**src/design/hec_pkg.sv**
```systemverilog
package hec_pkg;

    localparam int ByteW = 8;
    localparam int RegW = 64;
    localparam int AddrW = 6;
    localparam int RegIdxW = 3;
    localparam int MaxRes = 3;
    localparam int CntW = 2;

    // Register indexes on the configuration port.
    localparam logic [RegIdxW-1:0] RegDirection = 3'd0;
    localparam logic [RegIdxW-1:0] RegEscChar = 3'd1;
    localparam logic [RegIdxW-1:0] RegMask0 = 3'd2;
    localparam logic [RegIdxW-1:0] RegMask1 = 3'd3;
    localparam logic [RegIdxW-1:0] RegMask2 = 3'd4;
    localparam logic [RegIdxW-1:0] RegMask3 = 3'd5;

    localparam logic DirEncode = 1'b0;
    localparam logic DirDecode = 1'b1;

    localparam logic [ByteW-1:0] EscCharReset = 8'd92;
    localparam logic [RegW-1:0] Mask0Reset = 64'h0000_0001_0000_0401;
    localparam logic [RegW-1:0] Mask1Reset = 64'h0000_0000_1000_0000;
    localparam logic [RegW-1:0] Mask2Reset = 64'h0;
    localparam logic [RegW-1:0] Mask3Reset = 64'h0;

    // Decode position within an escape.
    localparam logic [1:0] PhIdle = 2'd0;
    localparam logic [1:0] PhHigh = 2'd1;
    localparam logic [1:0] PhLow = 2'd2;

    typedef struct packed {
        logic [ByteW-1:0] in_byte;
        logic             in_last;
    } t_in;

    typedef struct packed {
        logic [ByteW-1:0] out_byte;
        logic             run_last;
        logic             value_last;
    } t_out;

    typedef struct packed {
        logic             direction;
        logic [ByteW-1:0] escape_char;
        logic [4*RegW-1:0] mask;
    } t_cfg;

    function automatic logic [ByteW-1:0] hex_digit(input logic [3:0] nib);
        logic [ByteW-1:0] d;
        if (nib < 4'd10) begin
            d = 8'h30 + {4'd0, nib};
        end else begin
            d = 8'h37 + {4'd0, nib};
        end
        return d;
    endfunction

    function automatic logic [3:0] digit_value(input logic [ByteW-1:0] c);
        logic [3:0] v;
        if (c >= 8'h30 && c <= 8'h39) begin
            v = c[3:0];
        end else if ((c >= 8'h61 && c <= 8'h66) || (c >= 8'h41 && c <= 8'h46)) begin
            v = c[3:0] + 4'd9;
        end else begin
            v = 4'd0;
        end
        return v;
    endfunction

endpackage

```
**src/design/hec_regs.sv**
```systemverilog
module hec_regs
    import hec_pkg::*;
(
    input  logic                i_clk,
    input  logic                i_rst_n,
    input  logic                psel,
    input  logic                penable,
    input  logic                pwrite,
    input  logic [AddrW-1:0]    paddr,
    input  logic [RegW-1:0]     pwdata,
    output logic [RegW-1:0]     prdata,
    output logic                pready,
    output t_cfg                o_cfg
);

    logic             r_direction;
    logic [ByteW-1:0] r_esc_char;
    logic [RegW-1:0]  r_mask [4];
    logic [RegIdxW-1:0] idx;
    logic             wr_en;

    assign idx = paddr[AddrW-1:AddrW-RegIdxW];
    assign wr_en = psel && penable && pwrite;
    assign pready = 1'b1;

    always_ff @(posedge i_clk) begin
        if (!i_rst_n) begin
            r_direction <= DirEncode;
            r_esc_char <= EscCharReset;
            r_mask[0] <= Mask0Reset;
            r_mask[1] <= Mask1Reset;
            r_mask[2] <= Mask2Reset;
            r_mask[3] <= Mask3Reset;
        end else if (wr_en) begin
            case (idx)
                RegDirection: r_direction <= pwdata[0];
                RegEscChar:   r_esc_char <= pwdata[ByteW-1:0];
                RegMask0:     r_mask[0] <= pwdata;
                RegMask1:     r_mask[1] <= pwdata;
                RegMask2:     r_mask[2] <= pwdata;
                RegMask3:     r_mask[3] <= pwdata;
                default: begin
                end
            endcase
        end
    end

    always_comb begin
        case (idx)
            RegDirection: prdata = {{(RegW-1){1'b0}}, r_direction};
            RegEscChar:   prdata = {{(RegW-ByteW){1'b0}}, r_esc_char};
            RegMask0:     prdata = r_mask[0];
            RegMask1:     prdata = r_mask[1];
            RegMask2:     prdata = r_mask[2];
            RegMask3:     prdata = r_mask[3];
            default:      prdata = '0;
        endcase
    end

    assign o_cfg.direction = r_direction;
    assign o_cfg.escape_char = r_esc_char;
    assign o_cfg.mask = {r_mask[3], r_mask[2], r_mask[1], r_mask[0]};

endmodule

```
**src/design/hec_core.sv**
```systemverilog
module hec_core
    import hec_pkg::*;
(
    input  logic i_clk,
    input  logic i_rst_n,
    input  t_cfg i_cfg,
    input  logic i_in_valid,
    output logic o_in_ready,
    input  t_in  i_in,
    output logic o_out_valid,
    input  logic i_out_ready,
    output t_out o_out
);

    logic [1:0]  r_phase, n_phase;
    logic [3:0]  r_high, n_high;
    logic [CntW-1:0] r_cnt, n_cnt;
    logic [MaxRes-1:0][ByteW-1:0] r_bytes, n_bytes;
    logic        r_vlast;
    logic        accept;
    logic        take;
    logic [3:0]  dv;
    logic        flagged;

    assign o_out_valid = (r_cnt != '0);
    assign take = o_out_valid && i_out_ready;
    // The result buffer may be refilled in the cycle its final byte is taken.
    assign o_in_ready = (r_cnt == '0) || (r_cnt == CntW'(1) && i_out_ready);
    assign accept = i_in_valid && o_in_ready;

    assign dv = digit_value(i_in.in_byte);
    assign flagged = i_cfg.mask[i_in.in_byte];

    always_comb begin
        n_phase = r_phase;
        n_high = r_high;
        n_cnt = '0;
        n_bytes = '0;
        if (i_cfg.direction == DirEncode) begin
            n_phase = PhIdle;
            n_high = 4'd0;
            if (flagged) begin
                n_cnt = CntW'(3);
                n_bytes[0] = i_cfg.escape_char;
                n_bytes[1] = hex_digit(i_in.in_byte[7:4]);
                n_bytes[2] = hex_digit(i_in.in_byte[3:0]);
            end else begin
                n_cnt = CntW'(1);
                n_bytes[0] = i_in.in_byte;
            end
        end else begin
            case (r_phase)
                PhHigh: begin
                    n_high = dv;
                    if (i_in.in_last) begin
                        // Value ended before the low digit: it counts as zero.
                        n_phase = PhIdle;
                        n_cnt = CntW'(1);
                        n_bytes[0] = {dv, 4'd0};
                    end else begin
                        n_phase = PhLow;
                    end
                end
                PhLow: begin
                    n_phase = PhIdle;
                    n_cnt = CntW'(1);
                    n_bytes[0] = {r_high, dv};
                end
                default: begin
                    n_phase = PhIdle;
                    if (i_in.in_byte == i_cfg.escape_char) begin
                        if (i_in.in_last) begin
                            n_cnt = CntW'(1);
                        end else begin
                            n_phase = PhHigh;
                            n_high = 4'd0;
                        end
                    end else begin
                        n_cnt = CntW'(1);
                        n_bytes[0] = i_in.in_byte;
                    end
                end
            endcase
        end
    end

    always_ff @(posedge i_clk) begin
        if (!i_rst_n) begin
            r_phase <= PhIdle;
            r_high <= 4'd0;
            r_cnt <= '0;
        end else if (accept) begin
            r_phase <= n_phase;
            r_high <= n_high;
            r_cnt <= n_cnt;
        end else if (take) begin
            r_cnt <= r_cnt - CntW'(1);
        end
    end

    always_ff @(posedge i_clk) begin
        if (accept) begin
            r_bytes <= n_bytes;
            r_vlast <= i_in.in_last;
        end else if (take) begin
            r_bytes[0] <= r_bytes[1];
            r_bytes[1] <= r_bytes[2];
        end
    end

    assign o_out.out_byte = r_bytes[0];
    assign o_out.run_last = (r_cnt == CntW'(1));
    assign o_out.value_last = (r_cnt == CntW'(1)) && r_vlast;

endmodule

```
**src/design/hex_escape_codec.sv**
```systemverilog
// A request's first result, if any, is registered and shown in the cycle
// after it is accepted. One request per cycle unless the output stalls; an
// escaped encode byte holds the input while its three result bytes drain.
// Reset (synchronous, active low) restores the register defaults, leaves the
// decoder outside any escape and empties the result buffer.
module hex_escape_codec
    import hec_pkg::*;
(
    input  logic             i_clk,
    input  logic             i_rst_n,
    input  logic             psel,
    input  logic             penable,
    input  logic             pwrite,
    input  logic [AddrW-1:0] paddr,
    input  logic [RegW-1:0]  pwdata,
    output logic [RegW-1:0]  prdata,
    output logic             pready,
    input  logic             i_in_valid,
    output logic             o_in_ready,
    input  t_in              i_in,
    output logic             o_out_valid,
    input  logic             i_out_ready,
    output t_out             o_out
);

    t_cfg cfg;

    hec_regs u_regs (
        .i_clk   (i_clk),
        .i_rst_n (i_rst_n),
        .psel    (psel),
        .penable (penable),
        .pwrite  (pwrite),
        .paddr   (paddr),
        .pwdata  (pwdata),
        .prdata  (prdata),
        .pready  (pready),
        .o_cfg   (cfg)
    );

    hec_core u_core (
        .i_clk       (i_clk),
        .i_rst_n     (i_rst_n),
        .i_cfg       (cfg),
        .i_in_valid  (i_in_valid),
        .o_in_ready  (o_in_ready),
        .i_in        (i_in),
        .o_out_valid (o_out_valid),
        .i_out_ready (i_out_ready),
        .o_out       (o_out)
    );

endmodule

```
**config.mk**
```make
export PLATFORM = sky130hd
export DESIGN_NAME = hex_escape_codec
export DESIGN_NICKNAME = d
export VERILOG_FILES = /design/src/design/hec_pkg.sv /design/src/design/hec_regs.sv /design/src/design/hec_core.sv /design/src/design/hex_escape_codec.sv
export SDC_FILE = /design/constraint.sdc
export NUM_CORES = 1
export LEC_CHECK = 0
export BUFFER_PORTS_ARGS = -buffer_cell sky130_fd_sc_hd__buf_4
export CORE_MARGIN = 2
export CORE_UTILIZATION = 55
export CTS_CLUSTER_DIAMETER = 30
export DETAILED_ROUTE_END_ITERATION = 12
export PLACE_DENSITY = 0.81
export SLEW_MARGIN = 5
export SYNTH_ARGS = -nofsm -noshare
export SYNTH_HDL_FRONTEND = slang
export SYNTH_HIERARCHICAL = 1
export SYNTH_SLANG_ARGS = --single-unit
```
**constraint.sdc**
```tcl
create_clock -name i_clk -period 21.2 [get_ports i_clk]
set_input_delay 4.24 -clock i_clk [delete_from_list [all_inputs] [get_ports i_clk]]
set_output_delay 4.24 -clock i_clk [all_outputs]
set_load 0.05 [all_outputs]
```
After elaboration in Yosys (flattened, before gate mapping)
Memory sizes are Yosys's and may differ from the RTL's.
Index checks and enable logic that the tools add are counted.
{"block": "totals", "register_bits": 42, "ram_bits": 256, "inputBits": 86, "out_inout_bits": 77, "elab_cells": 114, "n_memories": 1}
{"memory": "u_regs.r_mask", "depth": 4, "word_bits": 64, "rd": 4, "rd_ports_with_merged_regs": 0, "wr": 4, "line_no": "hec_regs.sv:18", "source": "logic [RegW-1:0] r_mask [4];"}
{"block": "classes", "add_sub_neg": 6, "n_lt_le_gt_ge": 9, "eq_ne": 12, "mux": 53, "bitwise_logic": 5, "reduce_logical": 19}
{"cell": "$pmux W64 S6", "count": 1}
{"cell": "$mux W64", "count": 4}
{"cell": "$mux W8", "count": 7}
{"cell": "$mux W16", "count": 2}
{"cell": "$add A6 B4 Y7 const A", "count": 4}
{"cell": "$mux W1", "count": 21}
{"cell": "$mux W4", "count": 5}
{"cell": "$ge A8 B7 Y1 const B", "count": 2}
{"cell": "$le A8 B7 Y1 const B", "count": 2}
{"cell": "$pmux W8 S2", "count": 1}
{"cell": "$mux W2", "count": 7}
{"cell": "$logic_and A1 B1 Y1", "count": 9}
{"cell": "$lt A8 B9 Y1 const B", "count": 1}
{"cell": "$bmux W1 S8", "count": 1}
{"cell": "$eq A8 B8 Y1", "count": 1}
{"cell": "$ge A8 B6 Y1 const B", "count": 1}
{"cell": "$le A8 B6 Y1 const B", "count": 1}
{"cell": "$lt A4 B4 Y1 const B", "count": 2}
{"cell": "$pmux W2 S2", "count": 2}
{"cell": "$pmux W4 S2", "count": 1}
{"cell": "$mux W7", "count": 1}
{"cell": "$eq A3 B2 Y1 const B", "count": 2}
{"cell": "$eq A3 B3 Y1 const B", "count": 2}
{"cell": "$add A4 B4 Y4 const B", "count": 1}
{"cell": "16 further kinds", "count": 23}

Logic depth before layout (Yosys ltp)
Gate-level depths: netlist (run 1).
{"block": "depth", "ltp_word": 9, "ltp_mapped": 15, "mapped_depth_nobuf": 11}

Cells and area by module
Netlist (run 1), hierarchy kept.
{"mod": "hec_regs", "instances": 1, "cells_each": 820, "area_per_inst_um2": 11911.4, "seq_area_each_um2": 7867.5}
{"mod": "hec_core", "instances": 1, "cells_each": 456, "area_per_inst_um2": 4629.4, "seq_area_each_um2": 850.8}

Worst setup path after synthesis (run 1)
OpenSTA, ideal clock, no wires.
{"block": "synth_timing", "kind": "input to register", "startpoint": "input port paddr[3]", "endpoint": "memory u_regs.r_mask[2][0] (enable)", "setup_time_ns": 0.581, "arrival_ns": 9.491, "required_ns": 20.619, "path_slack_ns": 11.127, "cell_stages": 4, "n_path_buf": 3, "path_cell_list": "buf_6 buf_4 buf_6 o31ai_1"}
{"element": "start, declared", "line_no": "hex_escape_codec.sv:14", "source": "input logic [AddrW-1:0] paddr,"}
{"element": "end, declared", "line_no": "hec_regs.sv:18"}

Worst setup path in the final report (run 1)
{"block": "layout_timing", "startpoint": "input port paddr[3]", "endpoint": "output port prdata[4]"}
{"block": "layout_between", "elab_chain_len": 2, "word_cells_on_any_way": 7, "classes_between": "eq/ne (5); mux (1); reduce/logical (1)"}
{"element": "$eq A3 B3 Y1, or another cell as far along", "line_no": "hec_regs.sv:49", "source": "case (idx)"}
{"element": "$pmux W64 S6 *", "line_no": "hec_regs.sv:49"}
{"element": "end, declared", "line_no": "hex_escape_codec.sv:16", "source": "output logic [RegW-1:0] prdata,"}
Mark *: on every way between the ends. The rest lies on a longest branch, timed or not.

==> impl_metrics.json, run 1 <==
{
  "synth_seq_cells": 296,
  "clock-sinks": 296,
  "power_mw": 1.92,
  "syn_inst": 1276,
  "cts_tree": "done",
  "multi_input_area_um2": 7010,
  "syn_nets": 1373,
  "vias": 11684,
  "fp.dieH_um": 177,
  "path_max_fanout": 68,
  "finalHoldViolations": 0,
  "finalCoreUtilization": 0.664,
  "leakagePower_nw": 7.66,
  "numCtsBuffers": 59,
  "fin_skew_ns": 0.0265,
  "setup_tns_ns": 0,
  "min_period_over_period": 0.525,
  "yosys_warnings": 6,
  "rsz0062_at_grt": "no",
  "power_density_nw_per_um2": 97.6,
  "fmax_mhz": 89.8,
  "synth_area_per_cell_um2": 13.0,
  "die_area_um2": 31500,
  "cts-root-buf": "clkbuf_16",
  "clk_latency_ns": 0.58,
  "drt_first_pass_iters": 6,
  "row_count": 63,
  "place_hpwl_um": 28200,
  "final_cells": 1844,
  "detail_route.wirelength_um": 45700,
  "maxSlewHeadroom": 0.179,
  "clkTransAtPathRegs_ns": 0.04,
  "nets": 1499,
  "required_ns": 16.96,
  "path_class": "input pin to output port",
  "grt_overflow": 0,
  "io_pins": 163,
  "drcViolationCount": 0,
  "syn_area_um2": 16500,
  "synth_edf_count": 279,
  "place_area_um2": 17600,
  "arrival_ns": 6.90,
  "drv_slew": 0,
  "wl_per_cell_um": 24.8,
  "cts_max_level": 2,
  "synthFlopType": "edfxtp_1",
  "fill_cells": 2127,
  "viasPerCell": 6.34,
  "grt_max_degree": 69,
  "hold_buffers": 0,
  "netlist-cell-type-count": 75,
  "gp_congestion": 0.911,
  "ir_worst_vdd_v": 0.0000934,
  "stdcell_area_um2": 19700,
  "antenna_found_initial": 2,
  "die_x_um": 177,
  "syn2layout_area_growth_pct": 19.0,
  "hp-class": "register to register",
  "grt_pass1_vias": 11809,
  "postCtsResizedCells": 0,
  "status": "complete, no violations",
  "track_usage": 0.290,
  "yosysSeqAreaShare": 0.527,
  "layout-drive-gt1-share": 0.236,
  "synthArstFlopShare": 0,
  "post-place-cells": 1731,
  "tightest_slew_ns": 1.23,
  "initial_core_util": 0.558,
  "period_minus_slack_ns": 11.14,
  "grt_pass1_wl_um": 68900,
  "pre_cts_slack_ns": 10.18,
  "drv_cap": 0,
  "core_um2": 29600,
  "worst_slack_ns": 10.06,
  "port_buffers": 158,
  "drt_iter0_drc": 1177,
  "start_kind": "input pin",
  "clk_path_buf_depth": 3,
  "setup_violations": 0,
  "whs_ns": 0.486,
  "seqCellArea_um2": 8720,
  "end_kind": "output port",
  "ant_nets": 0,
  "post_cts_buffers": 0
}
routing by layer:
| layer | global-route usage | wire (um) | vias up |
|---|---|---|---|
| met5 | 0 | 0 | - |
| met4 | 0.107 | 1570 | 0 |
| met3 | 0.0578 | 4500 | 123 |
| met2 | 0.480 | 22400 | 704 |
| met1 | 0.380 | 17200 | 5763 |
| li1 | - | - | 5094 |
report_power, final:
part | leakage (nW) | total (mW) | switching [mW] | internal (mW)
logic | 3.88 | 0.261 | 0.171 | 0.0899
clock network | 0.973 | 0.955 | 0.311 | 0.644
registers | 2.81 | 0.704 | 0.0204 | 0.684
total | 7.66 | 1.92 | 0.502 | 1.42
area by class of cell:
class                           count  area share
Sequential cell                   296       0.443
Multi-Input combinational cell    851       0.356
Clock buffer                       70      0.0787
Timing Repair Buffer              173      0.0662
Clock inverter                     42      0.0270
Tap cell                          390      0.0248
Inverter                           21     0.00400
Antenna cell                        1    0.000127
Yosys cell counts, types with 9 or more instances:
library cell | n | area, um^2
a21oi_1 | 21 | 105
ha_1 | 11 | 138
o21ai_0 | 15 | 75.1
inv_1 | 19 | 71.3
nand2_1 | 57 | 214
and2_1 | 263 | 1650
dfxtp_1 | 17 | 340
o22ai_1 | 60 | 375
a221oi_1 | 9 | 78.8
nor2b_1 | 11 | 68.8
nor2_1 | 25 | 93.8
mux4_2 | 41 | 923
clkbuf_1 | 15 | 56.3
a22oi_1 | 11 | 82.6
buf_4 | 23 | 173
buf_6 | 28 | 315
buf_2 | 15 | 75.1
mux2i_1 | 159 | 1590
edfxtp_1 | 279 | 8380
clkbuf_2 | 24 | 120
nand3_1 | 10 | 50.1
mux2_2 | 11 | 124
path summary, 6_finish.rpt:
path	from	endpoint	slack, ns	depth (start not counted)
max reg2reg	u_regs/r_mask[3][41]	u_core/r_bytes[14]	17.37	8
min reg2reg	u_core/r_phase[1]	u_core/r_phase[1]	0.49	2
min	u_core/r_phase[1]	u_core/r_phase[1]	0.49	2
max	paddr[3]	prdata[4]	10.06	6
cells by family (layout without fill, tap and decap cells):
kind of cell	count (synthesis)	in the layout	share of synthesized area
fa+ha+maj	11	11	0.00832
mux	218	218	0.171
xor+xnor	10	10	0.00530
flops	296	296	0.527
simple gates	414	414	0.151
buf+inv	129	306	0.0515
compound gates	197	197	0.0864
other cells	1	2	0.000227
sequential cells by signal, indices dropped and copies added, names as in the netlist:
signal and count:
u_core/o_out 8, u_core/r_bytes 14, u_core/r_cnt 2, u_core/r_high 4
u_core/r_phase 2, u_core/r_vlast 1, u_regs/r_direction 1, u_regs/r_esc_char 8
u_regs/r_mask 256
critical path, cell delays in order:
cell     delay, ns
buf_6         0.59
buf_4         0.96
nor3b_1       0.36
buf_4         0.26
a221o_1       0.22
buf_4         0.22
cells in the final DEF, fill, tap and decap left out, types with 5 or more instances in the layout:
| cell | synthesis | routed |
|---|---|---|
| a21oi_1 | 21 | 21 |
| o21ai_0 | 15 | 14 |
| inv_1 | 19 | 19 |
| o211ai_1 | 7 | 7 |
| o2bb2ai_1 | 8 | 8 |
| inv_6 | 0 | 5 |
| a22o_1 | 7 | 7 |
| o221ai_1 | 8 | 8 |
| a221oi_1 | 9 | 9 |
| a221o_1 | 8 | 8 |
| nor2b_1 | 11 | 11 |
| edfxtp_1 | 279 | 279 |
| mux2_2 | 11 | 11 |
| and3_1 | 7 | 7 |
| nand2b_1 | 5 | 5 |
| mux2i_1 | 159 | 159 |
| buf_4 | 23 | 172 |
| clkinvlp_4 | 0 | 11 |
| mux4_1 | 7 | 7 |
| nand2_1 | 57 | 56 |
| nand3_1 | 10 | 10 |
| xor2_1 | 8 | 8 |
| mux4_2 | 41 | 41 |
| ha_1 | 11 | 11 |
| bufinv_16 | 0 | 10 |
| clkbuf_1 | 15 | 9 |
| a211oi_1 | 6 | 6 |
| nor2_1 | 25 | 25 |
| o22ai_1 | 60 | 60 |
| clkbuf_16 | 0 | 60 |
| o41ai_1 | 5 | 5 |
| dfxtp_1 | 17 | 17 |
| clkinv_4 | 0 | 6 |
| a22oi_1 | 11 | 11 |
| and2_1 | 263 | 263 |
| clkinv_1 | 2 | 9 |
No activity file was read; power rests on OpenSTA's default activity.
==> run 2: changes to the inputs <==
==> constraint.sdc (replaced) <==
create_clock -name i_clk -period 10.45 [get_ports i_clk]
set_input_delay 2.09 -clock i_clk [delete_from_list [all_inputs] [get_ports i_clk]]
set_output_delay 2.09 -clock i_clk [all_outputs]
set_load 0.05 [all_outputs]
==> run 2 against run 1 <==
Total power grew 110%. Register-to-register slack got worse by 11 ns. Final cell count grew 0.38%. Critical path depth did not move. Sequential power up 100%. Routed wire length decreased by 0.26%. Via count grew 0.21%. Clock skew down 0.0088 ns. Sequential share of layout area shrank 0.27 points. Worst hold slack better by 0.0087 ns. First-iteration DRC count increased by 18%. Final area is 0.61% higher. Critical path type unchanged. Largest power group unchanged.
==> impl_metrics.json, run 2 (same netlist as run 1, synthesis figures left out) <==
{
  "seqCellArea_um2": 8720,
  "power_mw": 3.98,
  "cts_tree": "done",
  "setup_violations": 0,
  "detail_route.wirelength_um": 45500,
  "min_period_over_period": 0.662,
  "fmax_mhz": 145,
  "postCtsResizedCells": 0,
  "worst_slack_ns": 3.53,
  "hold_start": "u_core/r_phase[1]",
  "syn2layout_area_growth_pct": 19.7,
  "maxSlewHeadroom": 0.197,
  "whs_ns": 0.495,
  "hp-class": "register to register",
  "arrival_ns": 4.83,
  "final_cells": 1851,
  "holdPathEnd": "u_core/r_phase[1]",
  "drcViolationCount": 0,
  "fp.dieH_um": 177,
  "grt_pass1_vias": 11888,
  "tightest_slew_ns": 1.20,
  "place_hpwl_um": 28600,
  "path_max_fanout": 68,
  "status": "complete, no violations",
  "drt_first_pass_iters": 6,
  "layout-drive-gt1-share": 0.247,
  "clkTransAtPathRegs_ns": 0.05,
  "post-place-cells": 1732,
  "leakagePower_nw": 7.74,
  "largest_reg_flops": 256,
  "clock-sinks": 296,
  "cts-root-buf": "clkbuf_16",
  "track_usage": 0.288,
  "viasPerCell": 6.33,
  "reg_top3": "u_regs/r_mask x256, u_core/r_bytes x14",
  "grt_pass1_wl_um": 68600,
  "gp_congestion": 0.894,
  "path_class": "input pin to output port",
  "die_area_um2": 31500,
  "antenna_found_initial": 3,
  "cpPeakStageDelay_ns": 0.97,
  "stdcell_area_um2": 19800,
  "final_common_cell": "edfxtp_1",
  "row_count": 63,
  "nets": 1502,
  "crit_path_frequent_cell": "buf_4",
  "r2r_end": "u_core/r_bytes[14]",
  "drt_iter0_drc": 1388,
  "initial_core_util": 0.558,
  "largest_register": "u_regs/r_mask",
  "drv_cap": 0,
  "clk_latency_ns": 0.58,
  "grt_max_degree": 69,
  "start_kind": "input pin",
  "vias": 11708,
  "end_kind": "output port",
  "grt_overflow": 0,
  "io_pins": 163,
  "crit_slowest_cell": "buf_4",
  "clk_path_buf_depth": 3,
  "fill_cells": 2110,
  "rsz0062_at_grt": "no",
  "cts_max_level": 2,
  "finalHoldViolations": 0,
  "cp_cell_sequence": "buf_6, buf_4, nor3b_2, o2bb2ai_1, a221o_1, buf_4",
  "post_cts_buffers": 0,
  "timing.rr.start": "u_regs/r_mask[3][41]",
  "place_area_um2": 17600,
  "period_minus_slack_ns": 6.92,
  "core_um2": 29600,
  "multi_input_area_um2": 7010,
  "layout_common_cells": "279 x edfxtp_1, 263 x and2_1, 173 x buf_4, 159 x mux2i_1, 62 x clkbuf_16",
  "ant_nets": 0,
  "ir_worst_vdd_v": 0.000150,
  "power_density_nw_per_um2": 201,
  "worstHoldPathCells": 2,
  "drv_slew": 0,
  "r2r_cells": 8,
  "setup_tns_ns": 0,
  "wl_per_cell_um": 24.6,
  "numCtsBuffers": 61,
  "required_ns": 8.36,
  "fin_skew_ns": 0.0177,
  "die_x_um": 177,
  "r2r_setup_slack_ns": 6.61,
  "pre_cts_slack_ns": 3.45,
  "finalCoreUtilization": 0.668,
  "hold_buffers": 0,
  "port_buffers": 158
}
-- run 2: cell count changes in the layout (fill, tap and decap cells not counted), moves of 2 or more --
cell       change
diode_2        +2
clkinv_2       +8
inv_6          +4
clkinv_4       +2
clkbuf_1       -9
clkbuf_16      +2
clkinv_1       -3
-- run 2: area by class of cell --
cell class	count	area share
inverters	21	0.00398
diodes	3	0.000379
flip-flops and latches	296	0.440
repair buffers	174	0.0662
well taps	390	0.0246
clock buffers	62	0.0783
multi-input cells	851	0.354
clock inverters	54	0.0322
-- run 2: report_power, final --
part           switching [mW]  total (mW)  internal [mW]
Clock                   0.677        2.02           1.34
Sequential             0.0414        1.43           1.39
Combinational           0.346       0.529          0.183
-- run 2: critical path: cells and delay by family --
family          cells  cell delay, ns
buf+inv             3            1.77
compound gates      2            0.57
simple gates        1            0.29
-- run 2: layer usage --
metal | global-route usage | share of wire | vias to the layer above
met3 | 0.0538 | 0.093 | 109
met5 | 0 | 0 | -
met2 | 0.483 | 0.50 | 712
met1 | 0.373 | 0.38 | 5785
li1 | - | - | 5102
met4 | 0.108 | 0.030 | 0
-- run 2: worst max-delay path by stage --
stage / from / end / slack (ns) / cells past startpoint
2_1_floorplan: paddr[3] / u_regs/r_mask[2][0] / 2.53 / 4
3_3_place_gp: i_in[1] / u_core/r_bytes[14] / 3.55 / 10
3_5_place_dp: i_in[1] / u_core/r_bytes[14] / 3.45 / 10
4_1_cts: paddr[3] / prdata[5] / 3.58 / 6
5_1_grt: paddr[3] / prdata[6] / 3.47 / 6
6_report: paddr[3] / prdata[6] / 3.53 / 6
==> run 3: changes to the inputs <==
--- a/config.mk
+++ b/config.mk
@@ -7,10 +7,10 @@
 export LEC_CHECK = 0
 export BUFFER_PORTS_ARGS = -buffer_cell sky130_fd_sc_hd__buf_4
 export CORE_MARGIN = 2
-export CORE_UTILIZATION = 55
+export CORE_UTILIZATION = 54
 export CTS_CLUSTER_DIAMETER = 30
 export DETAILED_ROUTE_END_ITERATION = 12
-export PLACE_DENSITY = 0.81
+export PLACE_DENSITY = 0.83
 export SLEW_MARGIN = 5
 export SYNTH_ARGS = -nofsm -noshare
 export SYNTH_HDL_FRONTEND = slang
==> constraint.sdc (replaced) <==
create_clock -name i_clk -period 6.31 [get_ports i_clk]
set_input_delay 1.262 -clock i_clk [delete_from_list [all_inputs] [get_ports i_clk]]
set_output_delay 1.262 -clock i_clk [all_outputs]
set_load 0.05 [all_outputs]
==> run 3 against run 2 <==
Non-clock buffer count fell by 1. Final area increased by 0.32%. Sequential power increased by 66%. First-iteration DRC count barely moved. Clock power is 69% higher. Final cell count is 0.49% higher. Count of clock-buffer cells in the layout increased by 12. Setup slack worse by 2.3 ns. Worst hold slack got worse by 0.0016 ns. Via count is 0.20% higher. Largest cell class unchanged. Largest power group unchanged. Highest routed layer is now met5.
==> impl_metrics.json, run 3 (same netlist as run 1, synthesis figures left out) <==
{
  "stdcell_area_um2": 19900,
  "postCtsResizedCells": 0,
  "power_switching_mw": 1.75,
  "place_area_um2": 17600,
  "min_period_over_period": 0.802,
  "die_x_um": 179,
  "p_comb_frac": 0.132,
  "rsz0062_at_grt": "no",
  "cts_tree": "done",
  "io_pins": 163,
  "power_mw": 6.66,
  "maxSlewHeadroom": 0.214,
  "required_ns": 5.05,
  "viasPerCell": 6.31,
  "p_clk_frac": 0.513,
  "cts-root-buf": "clkbuf_16",
  "cpPeakStageDelay_ns": 0.84,
  "clock-sinks": 296,
  "ant_nets": 0,
  "reg_top3": "u_regs/r_mask x256, u_core/r_bytes x14",
  "wl_per_cell_um": 24.4,
  "p_seq_frac": 0.355,
  "detail_route.wirelength_um": 45400,
  "drv_slew": 0,
  "place_hpwl_um": 27500,
  "crit_path_frequent_cell": "buf_4",
  "cp_num_buf_inv": 3,
  "status": "complete, no violations",
  "syn2layout_area_growth_pct": 20.1,
  "period_minus_slack_ns": 5.06,
  "row_count": 64,
  "whs_ns": 0.494,
  "vias": 11731,
  "drt_iter0_drc": 1387,
  "swShare": 0.263,
  "critical_path.top_delay_family": "buffers and inverters",
  "track_usage": 0.286,
  "busiest_layer": "met2",
  "clkTransAtPathRegs_ns": 0.04,
  "cp_cell_sequence": "buf_6, buf_4, mux2i_1, o22ai_1, buf_4",
  "grtUsageMet1": 0.352,
  "gp_congestion": 0.897,
  "start_kind": "input pin",
  "power_density_nw_per_um2": 335,
  "antenna_found_initial": 4,
  "path_class": "input pin to output port",
  "finalHoldViolations": 0,
  "final_common_cell": "edfxtp_1",
  "cts_max_level": 3,
  "largest_reg_flops": 256,
  "arrival_ns": 3.80,
  "ir_worst_vdd_v": 0.000318,
  "die_area_um2": 32000,
  "leakagePower_nw": 7.78,
  "setup_violations": 0,
  "largest_register": "u_regs/r_mask",
  "hp-class": "register to register",
  "core_um2": 30300,
  "fp.dieH_um": 179,
  "met2_usage": 0.476,
  "finalCoreUtilization": 0.655,
  "use_met3": 0.0670,
  "drcViolationCount": 0,
  "layout-drive-gt1-share": 0.243,
  "worst_slack_ns": 1.25,
  "initial_core_util": 0.545,
  "path_max_fanout": 79,
  "grt_pass1_vias": 12030,
  "post_cts_buffers": 0,
  "grt_max_degree": 80,
  "drt_first_pass_iters": 7,
  "post-place-cells": 1737,
  "final_cells": 1860,
  "pre_cts_slack_ns": 1.15,
  "hold_buffers": 0,
  "crit_slowest_cell": "buf_4",
  "clk_latency_ns": 0.57,
  "p_int_mw": 4.91,
  "layout_common_cells": "279 x edfxtp_1, 263 x and2_1, 171 x buf_4, 159 x mux2i_1, 68 x clkbuf_16",
  "fin_skew_ns": 0.0367,
  "fmax_mhz": 198,
  "setup_tns_ns": 0,
  "nets": 1507,
  "clk_path_buf_depth": 3,
  "end_kind": "output port",
  "grt_pass1_wl_um": 68300,
  "drv_cap": 0,
  "tightest_slew_ns": 1.18,
  "numCtsBuffers": 67,
  "grt_overflow": 0,
  "port_buffers": 158
}
[run 3: changes by cell type in the layout (fill, tap and decap cells not counted), sizes merged]
| cell | change |
|---|---|
| buf | -1 |
| bufinv | -2 |
| clkbuf | +12 |
| clkinv | +3 |
| clkinvlp | -3 |
| diode | -1 |
| inv | -5 |
[run 3: per-layer routing]
metal  share of wire  wire [um]
met1            0.36      16300
met2            0.49      22400
met3            0.10       4700
met4           0.042       1930
met5         0.00026         12
[run 3: final timing paths]
path	end	slack (ns)	cells past startpoint	startpoint
setup / recovery	prdata[10]	1.25	5	paddr[3]
hold / removal	u_core/r_phase[1]	0.49	2	u_core/r_phase[1]
setup reg to reg	u_core/r_bytes[14]	3.00	9	u_regs/r_mask[2][51]
hold reg to reg	u_core/r_phase[1]	0.49	2	u_core/r_phase[1]
[run 3: area by class of cell]
class,count,area [um^2]
clock inverters,47,507
well taps,396,495
diodes,2,5.00
flip-flops and latches,296,8720
repair buffers,173,1320
inverters,21,78.8
fillers,2040,10500
multi-input cells,851,7010
clock buffers,74,1730
[run 3: worst reg2reg max path: stages (launching register included)]
cell and delay [ns]:
edfxtp_1 0.38, mux4_2 0.52, a22o_1 0.26, o31ai_1 0.57, o22ai_1 0.26, nor4_4 0.17, buf_4 0.27, a311oi_2 0.19
and3_1 0.31, a21o_1 0.15
[run 3: power by group through the flow]
| stage | Sequential (mW) | Clock [mW] | Combinational [mW] |
|---|---|---|---|
| floorplan | 2.37 | 0 | 0.634 |
| CTS | 2.37 | 3.45 | 0.871 |
| finish | 2.37 | 3.42 | 0.877 |
| global route | 2.38 | 3.56 | 0.919 |
| global placement | 2.39 | 0 | 0.847 |
| detailed placement | 2.40 | 0 | 0.862 |
